<file path="config.mk">
export PLATFORM = sky130hd
export DESIGN_NAME = linked_slot_pool_allocator_top
export DESIGN_NICKNAME = d
export VERILOG_FILES = /design/src/design/lspa_pkg.sv /design/src/design/lspa_dp.sv /design/src/design/lspa_ctrl.sv /design/src/design/linked_slot_pool_allocator_top.sv
export VERILOG_INCLUDE_DIRS = /design/src /design/src/design
export SDC_FILE = /design/constraint.sdc
export NUM_CORES = 1
export LEC_CHECK = 0
export ABC_CLOCK_PERIOD_IN_PS = 6600
export BUFFER_PORTS_ARGS = -buffer_cell sky130_fd_sc_hd__buf_4
export CORE_ASPECT_RATIO = 1.4
export CORE_UTILIZATION = 60
export CTS_CLUSTER_SIZE = 10
export DETAILED_ROUTE_END_ITERATION = 8
export GPL_TIMING_DRIVEN = 0
export PLACE_DENSITY = 0.77
export SYNTH_ARGS = -nofsm -noshare
export SYNTH_HDL_FRONTEND = slang
export SYNTH_HIERARCHICAL = 1
export SYNTH_SLANG_ARGS = --single-unit
export TNS_END_PERCENT = 50
</file>
<file path="constraint.sdc">
create_clock -name clk -period 6.6 [get_ports clk]
set_clock_uncertainty 0.2 [all_clocks]
set_input_delay 0.33 -clock clk [delete_from_list [all_inputs] [get_ports clk]]
set_output_delay 0.33 -clock clk [all_outputs]
set_load 0.05 [all_outputs]
</file>
<file path="src/design/linked_slot_pool_allocator_top_defines.svh">
// assertion macros shared by the slot pool allocator modules
// no dependencies; each macro samples on clk and is disabled while rst is high
`ifndef LINKED_SLOT_POOL_ALLOCATOR_TOP_DEFINES_SVH
`define LINKED_SLOT_POOL_ALLOCATOR_TOP_DEFINES_SVH

`ifndef NO_ASSERTIONS

// property that must hold at every edge
`define LSPA_ASSERT(lbl, prop, msg) \
  lbl: assert property (@(posedge clk) disable iff (rst) (prop)) else $error(msg);

// same-cycle implication
`define LSPA_ASSERT_IMPL(lbl, ante, cons, msg) \
  lbl: assert property (@(posedge clk) disable iff (rst) (ante) |-> (cons)) else $error(msg);

// next-cycle implication
`define LSPA_ASSERT_NEXT(lbl, ante, cons, msg) \
  lbl: assert property (@(posedge clk) disable iff (rst) (ante) |=> (cons)) else $error(msg);

`else

`define LSPA_ASSERT(lbl, prop, msg)
`define LSPA_ASSERT_IMPL(lbl, ante, cons, msg)
`define LSPA_ASSERT_NEXT(lbl, ante, cons, msg)

`endif

`endif

</file>
<file path="src/design/lspa_pkg.sv">
// shared types and constants for the linked slot pool allocator
// no dependencies; used by lspa_ctrl, lspa_dp and the top level
package lspa_pkg;

  // pool geometry
  localparam int SLOTS      = 32;
  localparam int ADDR_W     = $clog2(SLOTS);
  localparam int LINK_W     = $clog2(SLOTS + 1);
  localparam logic [LINK_W-1:0] LIST_END = LINK_W'(SLOTS);

  // word field widths
  localparam int SLOT_NUM_W = 5;
  localparam int HEAD_W     = 6;
  localparam int STATUS_W   = 2;

  // request codes
  localparam logic ACT_ALLOC   = 1'b0;
  localparam logic ACT_RELEASE = 1'b1;

  // result status codes
  typedef enum logic [STATUS_W-1:0] {
    ST_OK          = 2'd0,
    ST_EXHAUSTED   = 2'd1,
    ST_NONE_IN_USE = 2'd2,
    ST_NOT_FOUND   = 2'd3
  } status_t;

  // controller states
  typedef enum logic [2:0] {
    S_IDLE,
    S_DISPATCH,
    S_ALLOC_WR,
    S_WALK,
    S_FREE_PUSH,
    S_FINISH
  } state_t;

  // datapath operations
  typedef enum logic [2:0] {
    OP_NONE,
    OP_ALLOC_RD,
    OP_ALLOC_WR,
    OP_WALK_START,
    OP_WALK_ADV,
    OP_UNLINK,
    OP_FREE_PUSH,
    OP_SET_STATUS
  } dp_op_t;

  // controller to datapath
  typedef struct packed {
    logic    capture;
    dp_op_t  op;
    status_t status;
    logic    load_out;
  } dp_cmd_t;

  // datapath to controller
  typedef struct packed {
    logic action;
    logic free_empty;
    logic used_empty;
    logic found;
    logic can_adv;
  } dp_sts_t;

endpackage

</file>
<file path="src/design/lspa_dp.sv">
// datapath of the slot pool allocator: list heads, link store, walk registers
// depends on lspa_pkg and linked_slot_pool_allocator_top_defines.svh
`include "linked_slot_pool_allocator_top_defines.svh"

module lspa_dp (
  input  logic                            clk,
  input  logic                            rst,
  input  lspa_pkg::dp_cmd_t               cmd,
  output lspa_pkg::dp_sts_t               sts,
  input  logic                            action,
  input  logic [lspa_pkg::SLOT_NUM_W-1:0] slot_number,
  output logic [lspa_pkg::STATUS_W-1:0]   status,
  output logic [lspa_pkg::SLOT_NUM_W-1:0] granted_slot,
  output logic [lspa_pkg::HEAD_W-1:0]     first_in_use
);

  // list heads
  logic [lspa_pkg::LINK_W-1:0] free_head;
  logic [lspa_pkg::LINK_W-1:0] in_use_head;

  // captured request
  logic                            act;
  logic [lspa_pkg::SLOT_NUM_W-1:0] target;

  // walk registers
  logic [lspa_pkg::LINK_W-1:0] cur;
  logic [lspa_pkg::LINK_W-1:0] prev;
  logic [lspa_pkg::LINK_W-1:0] steps;

  // pending result
  lspa_pkg::status_t               res_status;
  logic [lspa_pkg::SLOT_NUM_W-1:0] res_granted;

  // link store with per-entry written flags
  logic [lspa_pkg::LINK_W-1:0] link_mem [lspa_pkg::SLOTS];
  logic [lspa_pkg::SLOTS-1:0]  link_written;
  logic                        rd_en;
  logic [lspa_pkg::ADDR_W-1:0] rd_addr;
  logic [lspa_pkg::LINK_W-1:0] rd_q;
  logic [lspa_pkg::ADDR_W-1:0] rd_addr_q;
  logic                        rd_written_q;
  logic [lspa_pkg::LINK_W-1:0] link;
  logic                        wr_en;
  logic [lspa_pkg::ADDR_W-1:0] wr_addr;
  logic [lspa_pkg::LINK_W-1:0] wr_data;
  logic                        target_ok;

  // memory port selection
  always_comb begin
    rd_en   = 1'b0;
    rd_addr = free_head[lspa_pkg::ADDR_W-1:0];
    wr_en   = 1'b0;
    wr_addr = free_head[lspa_pkg::ADDR_W-1:0];
    wr_data = in_use_head;
    case (cmd.op)
      lspa_pkg::OP_ALLOC_RD: begin
        rd_en = 1'b1;
      end
      lspa_pkg::OP_WALK_START: begin
        rd_en   = 1'b1;
        rd_addr = in_use_head[lspa_pkg::ADDR_W-1:0];
      end
      lspa_pkg::OP_WALK_ADV: begin
        rd_en   = 1'b1;
        rd_addr = link[lspa_pkg::ADDR_W-1:0];
      end
      lspa_pkg::OP_ALLOC_WR: begin
        wr_en = 1'b1;
      end
      lspa_pkg::OP_UNLINK: begin
        wr_en   = (prev != lspa_pkg::LIST_END);
        wr_addr = prev[lspa_pkg::ADDR_W-1:0];
        wr_data = link;
      end
      lspa_pkg::OP_FREE_PUSH: begin
        wr_en   = 1'b1;
        wr_addr = cur[lspa_pkg::ADDR_W-1:0];
        wr_data = free_head;
      end
      default: begin
      end
    endcase
  end

  // link store write
  always_ff @(posedge clk) begin
    if (wr_en) begin
      link_mem[wr_addr] <= wr_data;
    end
  end

  // written flags, cleared at reset so untouched entries read as index plus one
  always_ff @(posedge clk) begin
    if (rst) begin
      link_written <= '0;
    end else if (wr_en) begin
      link_written[wr_addr] <= 1'b1;
    end
  end

  // registered read
  always_ff @(posedge clk) begin
    if (rd_en) begin
      rd_q         <= link_mem[rd_addr];
      rd_addr_q    <= rd_addr;
      rd_written_q <= link_written[rd_addr];
    end
  end

  assign link = rd_written_q ? rd_q
                             : lspa_pkg::LINK_W'(rd_addr_q) + lspa_pkg::LINK_W'(1);

  // list heads
  always_ff @(posedge clk) begin
    if (rst) begin
      free_head   <= '0;
      in_use_head <= lspa_pkg::LIST_END;
    end else begin
      case (cmd.op)
        lspa_pkg::OP_ALLOC_WR: begin
          free_head   <= link;
          in_use_head <= free_head;
        end
        lspa_pkg::OP_UNLINK: begin
          if (prev == lspa_pkg::LIST_END) begin
            in_use_head <= link;
          end
        end
        lspa_pkg::OP_FREE_PUSH: begin
          free_head <= cur;
        end
        default: begin
        end
      endcase
    end
  end

  // request capture, walk registers and pending result
  always_ff @(posedge clk) begin
    if (cmd.capture) begin
      act    <= action;
      target <= slot_number;
    end
    case (cmd.op)
      lspa_pkg::OP_WALK_START: begin
        cur   <= in_use_head;
        prev  <= lspa_pkg::LIST_END;
        steps <= '0;
      end
      lspa_pkg::OP_WALK_ADV: begin
        prev  <= cur;
        cur   <= link;
        steps <= steps + lspa_pkg::LINK_W'(1);
      end
      lspa_pkg::OP_ALLOC_WR: begin
        res_status  <= lspa_pkg::ST_OK;
        res_granted <= lspa_pkg::SLOT_NUM_W'(free_head);
      end
      lspa_pkg::OP_FREE_PUSH: begin
        res_status  <= lspa_pkg::ST_OK;
        res_granted <= '0;
      end
      lspa_pkg::OP_SET_STATUS: begin
        res_status  <= cmd.status;
        res_granted <= '0;
      end
      default: begin
      end
    endcase
  end

  // output word register
  always_ff @(posedge clk) begin
    if (cmd.load_out) begin
      status       <= res_status;
      granted_slot <= res_granted;
      first_in_use <= lspa_pkg::HEAD_W'(in_use_head);
    end
  end

  // status toward the controller
  assign target_ok      = (32'(target) < 32'(lspa_pkg::SLOTS));
  assign sts.action     = act;
  assign sts.free_empty = (free_head >= lspa_pkg::LIST_END);
  assign sts.used_empty = (in_use_head >= lspa_pkg::LIST_END);
  assign sts.found      = (cur < lspa_pkg::LIST_END) && target_ok
                          && (cur == lspa_pkg::LINK_W'(target));
  assign sts.can_adv    = (cur < lspa_pkg::LIST_END) && (steps < lspa_pkg::LIST_END);

  // every slot sits on one of the two lists, so both cannot be empty
  `LSPA_ASSERT(a_lists_not_both_empty, !(sts.free_empty && sts.used_empty), "both lists empty")
  // the walk never goes past the pool size
  `LSPA_ASSERT_IMPL(a_walk_bounded, cmd.op == lspa_pkg::OP_WALK_ADV, steps < lspa_pkg::LIST_END, "walk overrun")
  // a list head never points into the pool past its end
  `LSPA_ASSERT(a_heads_in_range, (free_head <= lspa_pkg::LIST_END) && (in_use_head <= lspa_pkg::LIST_END), "head out of range")

endmodule

</file>
<file path="src/design/lspa_ctrl.sv">
// controller state machine of the slot pool allocator and output valid flag
// depends on lspa_pkg and linked_slot_pool_allocator_top_defines.svh
`include "linked_slot_pool_allocator_top_defines.svh"

module lspa_ctrl (
  input  logic              clk,
  input  logic              rst,
  input  logic              in_valid,
  output logic              in_stall,
  output logic              out_valid,
  input  logic              out_stall,
  input  lspa_pkg::dp_sts_t sts,
  output lspa_pkg::dp_cmd_t cmd
);

  lspa_pkg::state_t state;
  lspa_pkg::state_t state_next;
  logic             out_valid_next;

  // state register
  always_ff @(posedge clk) begin
    if (rst) begin
      state <= lspa_pkg::S_IDLE;
    end else begin
      state <= state_next;
    end
  end

  // next state and commands
  always_comb begin
    state_next   = state;
    in_stall     = 1'b1;
    cmd.capture  = 1'b0;
    cmd.op       = lspa_pkg::OP_NONE;
    cmd.status   = lspa_pkg::ST_OK;
    cmd.load_out = 1'b0;
    case (state)
      lspa_pkg::S_IDLE: begin
        in_stall = 1'b0;
        if (in_valid) begin
          cmd.capture = 1'b1;
          state_next  = lspa_pkg::S_DISPATCH;
        end
      end
      lspa_pkg::S_DISPATCH: begin
        if (sts.action == lspa_pkg::ACT_ALLOC) begin
          if (sts.free_empty) begin
            cmd.op     = lspa_pkg::OP_SET_STATUS;
            cmd.status = lspa_pkg::ST_EXHAUSTED;
            state_next = lspa_pkg::S_FINISH;
          end else begin
            cmd.op     = lspa_pkg::OP_ALLOC_RD;
            state_next = lspa_pkg::S_ALLOC_WR;
          end
        end else begin
          if (sts.used_empty) begin
            cmd.op     = lspa_pkg::OP_SET_STATUS;
            cmd.status = lspa_pkg::ST_NONE_IN_USE;
            state_next = lspa_pkg::S_FINISH;
          end else begin
            cmd.op     = lspa_pkg::OP_WALK_START;
            state_next = lspa_pkg::S_WALK;
          end
        end
      end
      lspa_pkg::S_ALLOC_WR: begin
        cmd.op     = lspa_pkg::OP_ALLOC_WR;
        state_next = lspa_pkg::S_FINISH;
      end
      // one link per cycle
      lspa_pkg::S_WALK: begin
        if (sts.found) begin
          cmd.op     = lspa_pkg::OP_UNLINK;
          state_next = lspa_pkg::S_FREE_PUSH;
        end else if (sts.can_adv) begin
          cmd.op = lspa_pkg::OP_WALK_ADV;
        end else begin
          cmd.op     = lspa_pkg::OP_SET_STATUS;
          cmd.status = lspa_pkg::ST_NOT_FOUND;
          state_next = lspa_pkg::S_FINISH;
        end
      end
      lspa_pkg::S_FREE_PUSH: begin
        cmd.op     = lspa_pkg::OP_FREE_PUSH;
        state_next = lspa_pkg::S_FINISH;
      end
      // wait for the output register to free up
      lspa_pkg::S_FINISH: begin
        if (!out_valid || !out_stall) begin
          cmd.load_out = 1'b1;
          state_next   = lspa_pkg::S_IDLE;
        end
      end
      default: begin
        state_next = lspa_pkg::S_IDLE;
      end
    endcase
  end

  // output valid flag
  assign out_valid_next = cmd.load_out || (out_valid && out_stall);

  always_ff @(posedge clk) begin
    if (rst) begin
      out_valid <= 1'b0;
    end else begin
      out_valid <= out_valid_next;
    end
  end

  // an accepted word always starts a dispatch
  `LSPA_ASSERT_NEXT(a_accept_dispatch, in_valid && !in_stall, state == lspa_pkg::S_DISPATCH, "accept without dispatch")
  // a new result only appears out of the finish state
  `LSPA_ASSERT_IMPL(a_rise_from_finish, $rose(out_valid), $past(state) == lspa_pkg::S_FINISH, "result from wrong state")
  // a finished result waits while the previous one is still stalled
  `LSPA_ASSERT_NEXT(a_finish_holds, (state == lspa_pkg::S_FINISH) && out_valid && out_stall, state == lspa_pkg::S_FINISH, "result overwritten")

endmodule

</file>
<file path="src/design/linked_slot_pool_allocator_top.sv">
// Linked slot pool allocator: hands out and takes back numbered slots
// (0 to 31) kept on a free list and an in-use list that share one link store.
// Input channel: in_valid / in_stall carrying action (0 allocate, 1 release)
// and slot_number (used by release only). Output channel: out_valid /
// out_stall carrying status, granted_slot and first_in_use (32 = none in use).
// One input word gives exactly one output word, in order.
// The walk reads the link store once per cycle through its single
// registered read port, which sets the release time.
// Words are taken one at a time: in_stall is high from the accept until the
// result has been moved into the output register.
// Reset puts all slots on the free list in order and empties the in-use list,
// with no clearing sweep.
// While out_stall holds a result, the next word is still accepted and worked
// on; it then waits until the output register is taken.
// depends on lspa_pkg, lspa_ctrl and lspa_dp
module linked_slot_pool_allocator_top (
  input  logic                            clk,
  input  logic                            rst,
  input  logic                            in_valid,
  output logic                            in_stall,
  input  logic                            action,
  input  logic [lspa_pkg::SLOT_NUM_W-1:0] slot_number,
  output logic                            out_valid,
  input  logic                            out_stall,
  output logic [lspa_pkg::STATUS_W-1:0]   status,
  output logic [lspa_pkg::SLOT_NUM_W-1:0] granted_slot,
  output logic [lspa_pkg::HEAD_W-1:0]     first_in_use
);

  lspa_pkg::dp_cmd_t cmd;
  lspa_pkg::dp_sts_t sts;

  // sequencer
  lspa_ctrl u_ctrl (
    .clk       (clk),
    .rst       (rst),
    .in_valid  (in_valid),
    .in_stall  (in_stall),
    .out_valid (out_valid),
    .out_stall (out_stall),
    .sts       (sts),
    .cmd       (cmd)
  );

  // lists and link store
  lspa_dp u_dp (
    .clk          (clk),
    .rst          (rst),
    .cmd          (cmd),
    .sts          (sts),
    .action       (action),
    .slot_number  (slot_number),
    .status       (status),
    .granted_slot (granted_slot),
    .first_in_use (first_in_use)
  );

endmodule

</file>
; After elaboration in Yosys (flattened, before gate mapping)
; Memory sizes are Yosys's and may differ from the RTL's. A register that Yosys moved wholly into a read port is not among the register bits.
; Cells that the tools add are included.
[word_totals]
ff_bits = 98
mem_bits_rw = 192
wordCells = 111
memories = 1
[mem_list]
columns = name, depth, width, rd, rd_ports_with_merged_regs, wr, line
row1 = u_dp.link_mem, 32, 6, 1, 1, 1, lspa_dp.sv:35  ; logic [lspa_pkg::LINK_W-1:0] link_mem [lspa_pkg::SLOTS];
[classes]
add_sub_neg = 2
n_lt_le_gt_ge = 7
eq_ne = 19
mux = 44
bitwise = 1
n_reduce_logical = 20
[ops]
columns = op, count
row1 = case mux 6 bit (2 select lines), 6
row2 = bitwise OR 32 bit, 1
row3 = two-way mux 3 bit, 10
row4 = case mux 5 bit (2 select lines), 3
row5 = equality test 3 bit (second input constant), 6
row6 = case mux 3 bit (5 select lines), 1
row7 = equality test 3 x 2 -> 1 bit (second input constant), 4
row8 = >= comparator 6 bit (second input constant), 2
row9 = < comparator 5 x 6 -> 1 bit (second input constant), 2
row10 = < comparator 6 bit (second input constant), 2
row11 = two-way mux 6 bit, 2
row12 = case mux 3 bit (4 select lines), 1
row13 = two-way mux 1 bit, 11
row14 = nonzero test 2 bit, 5
row15 = two-way mux 2 bit, 4
row16 = case mux 2 bit (2 select lines), 2
row17 = adder 5 x 1 -> 6 bit (second input constant), 1
row18 = adder 6 x 1 -> 6 bit (second input constant), 1
row19 = equality test 3 x 1 -> 1 bit (second input constant), 2
row20 = equality test 6 x 5 -> 1 bit, 1
row21 = equality test 6 bit (second input constant), 1
row22 = != test 6 bit (second input constant), 1
row23 = OR reduction 2 bit, 3
row24 = binary-select mux 1 bit (select 5 bit), 1
row25 = 14 further kinds, 20

; Longest topological paths before layout
[depth]
depth_word = 12
ltp_mapped = 17
depth_no_buf = 14

; Modules after synthesis
; The synthesis kept the hierarchy.
[modules_own_cells]
columns = module, n_inst, cells_each, area_per_inst_um2, seq_area_each_um2
row1 = lspa_dp, 1, 1017, 12702.2, 8328.0
row2 = lspa_ctrl, 1, 43, 347.8, 80.1

; Least setup slack after synthesis
; Ideal clock, no wire load.
[synth_path]
kind = register to register
start = reg u_dp/cur[0] (netlist name)
end = mem u_dp/link_mem[13][0] (netlist name), enable pin
setup_time_ns = 0.350
arrival_ns = 3.061
setup_slack_ns = 2.989
stages_incl_launch_ff = 14
path_buffers = 2
synth_period_minus_slack_ns = 3.611
path_cell_list = edfxtp_1 -> xnor2_1 -> nand4_1 -> nor3_1 -> and3b_1 -> nor2_1 -> and3b_4 -> buf_6 -> a22o_4 -> a21oi_2 -> nand2_1 -> or2_1 -> buf_2 -> nor2_1
[synth_lines]
columns = item, line
row1 = from (decl), lspa_dp.sv:26  ; logic [lspa_pkg::LINK_W-1:0] cur;
row2 = from (signal assigned), lspa_dp.sv:146  ; cur <= in_use_head;
row3 = from (signal assigned), lspa_dp.sv:152  ; cur <= link;
row4 = to (decl), lspa_dp.sv:35

==> flow_summary.toml <==
[run_status]
status = "complete, no violations"

[clock_tree]
cts_tree = "done"
insertion_delay_ns = 0.51
cts_resized = 0
path_clk_slew_ns = 0.06
clockBufferDepth = 3
htree_levels = 2
cts_sinks = 296
cts_buffers = 35
clockRootBuffer = "clkbuf_16"

[timing]
slew_headroom_pct = 5.93
final_hold_viol_count = 0
min_period_ns = 4.97
max_freq_mhz = 201
drv_slew = 0
period_share_pct = 75.3
worst_pin_slew_ns = 1.41
rsz0062_at_grt = "no"
fin_tns_setup_ns = 0
setup_viol = 0

[synthesis]
ys_warn_count = 6
yosysTopAreaCellShare_pct = 57.1
synth_area_leader_cell = "edfxtp_1"
yosysMostFrequentCell = "edfxtp_1"
synthCells = 1060
ys_ff_latch = 296
synthArstFlopShare_pct = 0
synth_area_sq_mm = 0.0131
synthFlopType = "edfxtp_1"
ys_types = 78
ys_seq_area_share_pct = 64.4
synthesis.nets = 1072
netlist_top_cells_count = "248 x edfxtp_1, 142 x nor2_1, 123 x nand2_1"
syn_avg_cell_area_sq_um = 12.3
synth-edff-count = 248
synth_area_leaders = "edfxtp_1 57%, dfxtp_1 7.4%, nor2_1 4.1%, o2111ai_1 3.8%, nand2_1 3.5%"

[worst_setup_path]
path_depth = 12
ff2ff_path_depth = 12
cp_top_family = "simple AND/OR/NAND/NOR gates"
crit_buf_inv = 2
cp.arrival_ns = 4.91
critical_path.endpoint_type = "register"
cp_data_required_time_ns = 6.54
max_stage_delay_ns = 0.63
path_max_fanout = 10
worstPathCellList = "xnor2_1 > nand4_1 > nor3_1 > and3b_1 > nor2_1 > buf_6 > and3b_4 > nor2_4 > buf_6 > a221oi_4 > nand2_1 > nor2_1"
path_class = "register to register"
worstSetupStartpointType = "register"
slowest_stage = "a221oi_4"

[layout]
area_growth_pct = 12.5
fin_nets = 1141
finalInstanceArea_sq_mm = 0.0147
drive_gt1_share_pct = 15.7
fin_util_pct = 69.0
n_antenna_cell = 0

[min_path]
min_path_cells = 4
hp-class = "input port to register"

[place]
gp_congestion = 0.943
dp_hpwl_um = 21400
placed_cell_area_sq_mm = 0.0136
numPortBuffers = 24

[global_route]
grt_pass1_wl_um = 48800
overflow = 0
antenna_found_initial = 0
first_global_vias = 8870
grt_max_degree = 33
grt_usage_pct = 29.5

[die]
die_w_um = 127
ioPinCount = 25
die_h_um = 177
coreArea_sq_mm = 0.0213
dieArea_sq_mm = 0.0224
initial_utilization_pct = 61.3
fp-row-count = 63

[job]
max-cap-violations = 0

[routing]
antenna_left = 0
vias_per_cell = 6.36
wl_per_cell_um = 22.5
via_count = 8997
finalWirelength_um = 31900
drtPass1Iterations = 5
dr.first_iter.drc_count = 910
drc = 0

[pwr]
power.total_w = 0.00726
power.leakage_nw = 5.01
p_per_area_mw_per_mm2 = 494
vdd_drop_max_v = 0.000229
[worst paths after layout]
check,end,start,slack (ns)
max,u_dp/link_mem[13][0]$_DFFE_PP_,u_dp/cur[4]$_DFFE_PN_,1.63
min,u_ctrl/state[2]$_SDFFE_PP0P_,out_stall,0.08
max reg2reg,u_dp/link_mem[13][0]$_DFFE_PP_,u_dp/cur[4]$_DFFE_PN_,1.63
min reg2reg,u_dp/granted_slot[3]$_DFFE_PP_,u_dp/res_granted[3]$_SDFFCE_PP0P_,0.22
[cell type report]
class	count	area, sq um
clock buffers	61	1020
clock inverters	2	25.0
plain buffers	68	428
inverters	34	135
repair buffers	32	260
flip-flops and latches	296	8410
well taps	260	325
multi-input cells	662	4080
fillers	1492	6600
[per-layer routing]
metal / global-route usage, % / share of wire [%] / vias to the layer above
met5: 0 / 0 / -
met2: 50.1 / 49 / 456
met3: 4.82 / 7.0 / 151
li1: - / - / 4087
met1: 33.4 / 36 / 4303
met4: 22.8 / 8.2 / 0
[kinds of logic (layout without fill, tap and decap cells)]
group	Yosys count	after routing	share of synthesized area, %
AO/OA/AOI/OAI	186	186	11.3
XOR/XNOR	13	13	0.872
adder cells (fa/ha/maj)	2	2	0.192
buffers and inverters	102	197	4.31
flip-flops	296	296	64.4
multiplexers	35	35	3.13
AND/OR/NAND/NOR	426	426	15.8
[registers in the layout (all words and copies together) (netlist names), 2 cells and up]
name	flops
u_ctrl/state	3
u_dp/cur	6
u_dp/first_in_use	6
u_dp/free_head	6
u_dp/granted_slot	5
u_dp/in_use_head	6
u_dp/link_mem	192
u_dp/link_written	32
u_dp/prev	6
u_dp/rd_addr_q	5
u_dp/rd_q	6
u_dp/res_granted	5
u_dp/res_status	2
u_dp/status	2
u_dp/steps	6
u_dp/target	5
[power breakdown]
group	leakage (nW)	total (W)	internal (W)	switching, W
sequential	2.67	0.00255	0.00243	0.000121
clock	0.496	0.00173	0.00104	0.000690
combinational	1.85	0.00298	0.000945	0.00203
total	5.01	0.00726	0.00441	0.00285
[stage by stage]
step / instances / hold WS [ns] / worst slack (ns)
after floorplan: 1060 / 0.199 / 2.99
after global placement: 1344 / 0.202 / 1.64
after detailed placement: 1344 / 0.205 / 1.56
after CTS: 1415 / 0.0741 / 1.56
after global routing: 1415 / 0.127 / 1.47
final: 1415 / 0.0769 / 1.63
[placed cells by master, fill, tap and decap left out, drive strengths merged, types with 9 or more instances in the layout]
cell type | netlist | routed
o22a | 11 | 11
clkbuf | 15 | 76
nor2 | 156 | 156
nor3 | 9 | 9
xnor2 | 10 | 10
o21ai | 20 | 20
nand3 | 50 | 50
edfxtp | 248 | 248
nand2b | 12 | 12
nand4 | 29 | 29
a21oi | 48 | 48
buf | 53 | 77
o2111ai | 56 | 56
nand2 | 124 | 124
mux2 | 22 | 22
inv | 34 | 35
and2 | 16 | 16
dfxtp | 48 | 48
mux2i | 13 | 13
[worst reg2reg max path, delay by kind of cell, from the launching register on]
family / cells / cell delay (ns)
buf+inv: 2 / 0.37
flops: 1 / 0.50
xor+xnor: 1 / 0.24
compound gates: 1 / 0.64
simple gates: 8 / 2.66
[what timing repair did]
item	4_1_cts	5_1_grt
hold buffers	8	0
endpoints found under the hold margin	10	0
buffers inserted	0	0
Note: power is estimated with default switching activity, not from simulation.
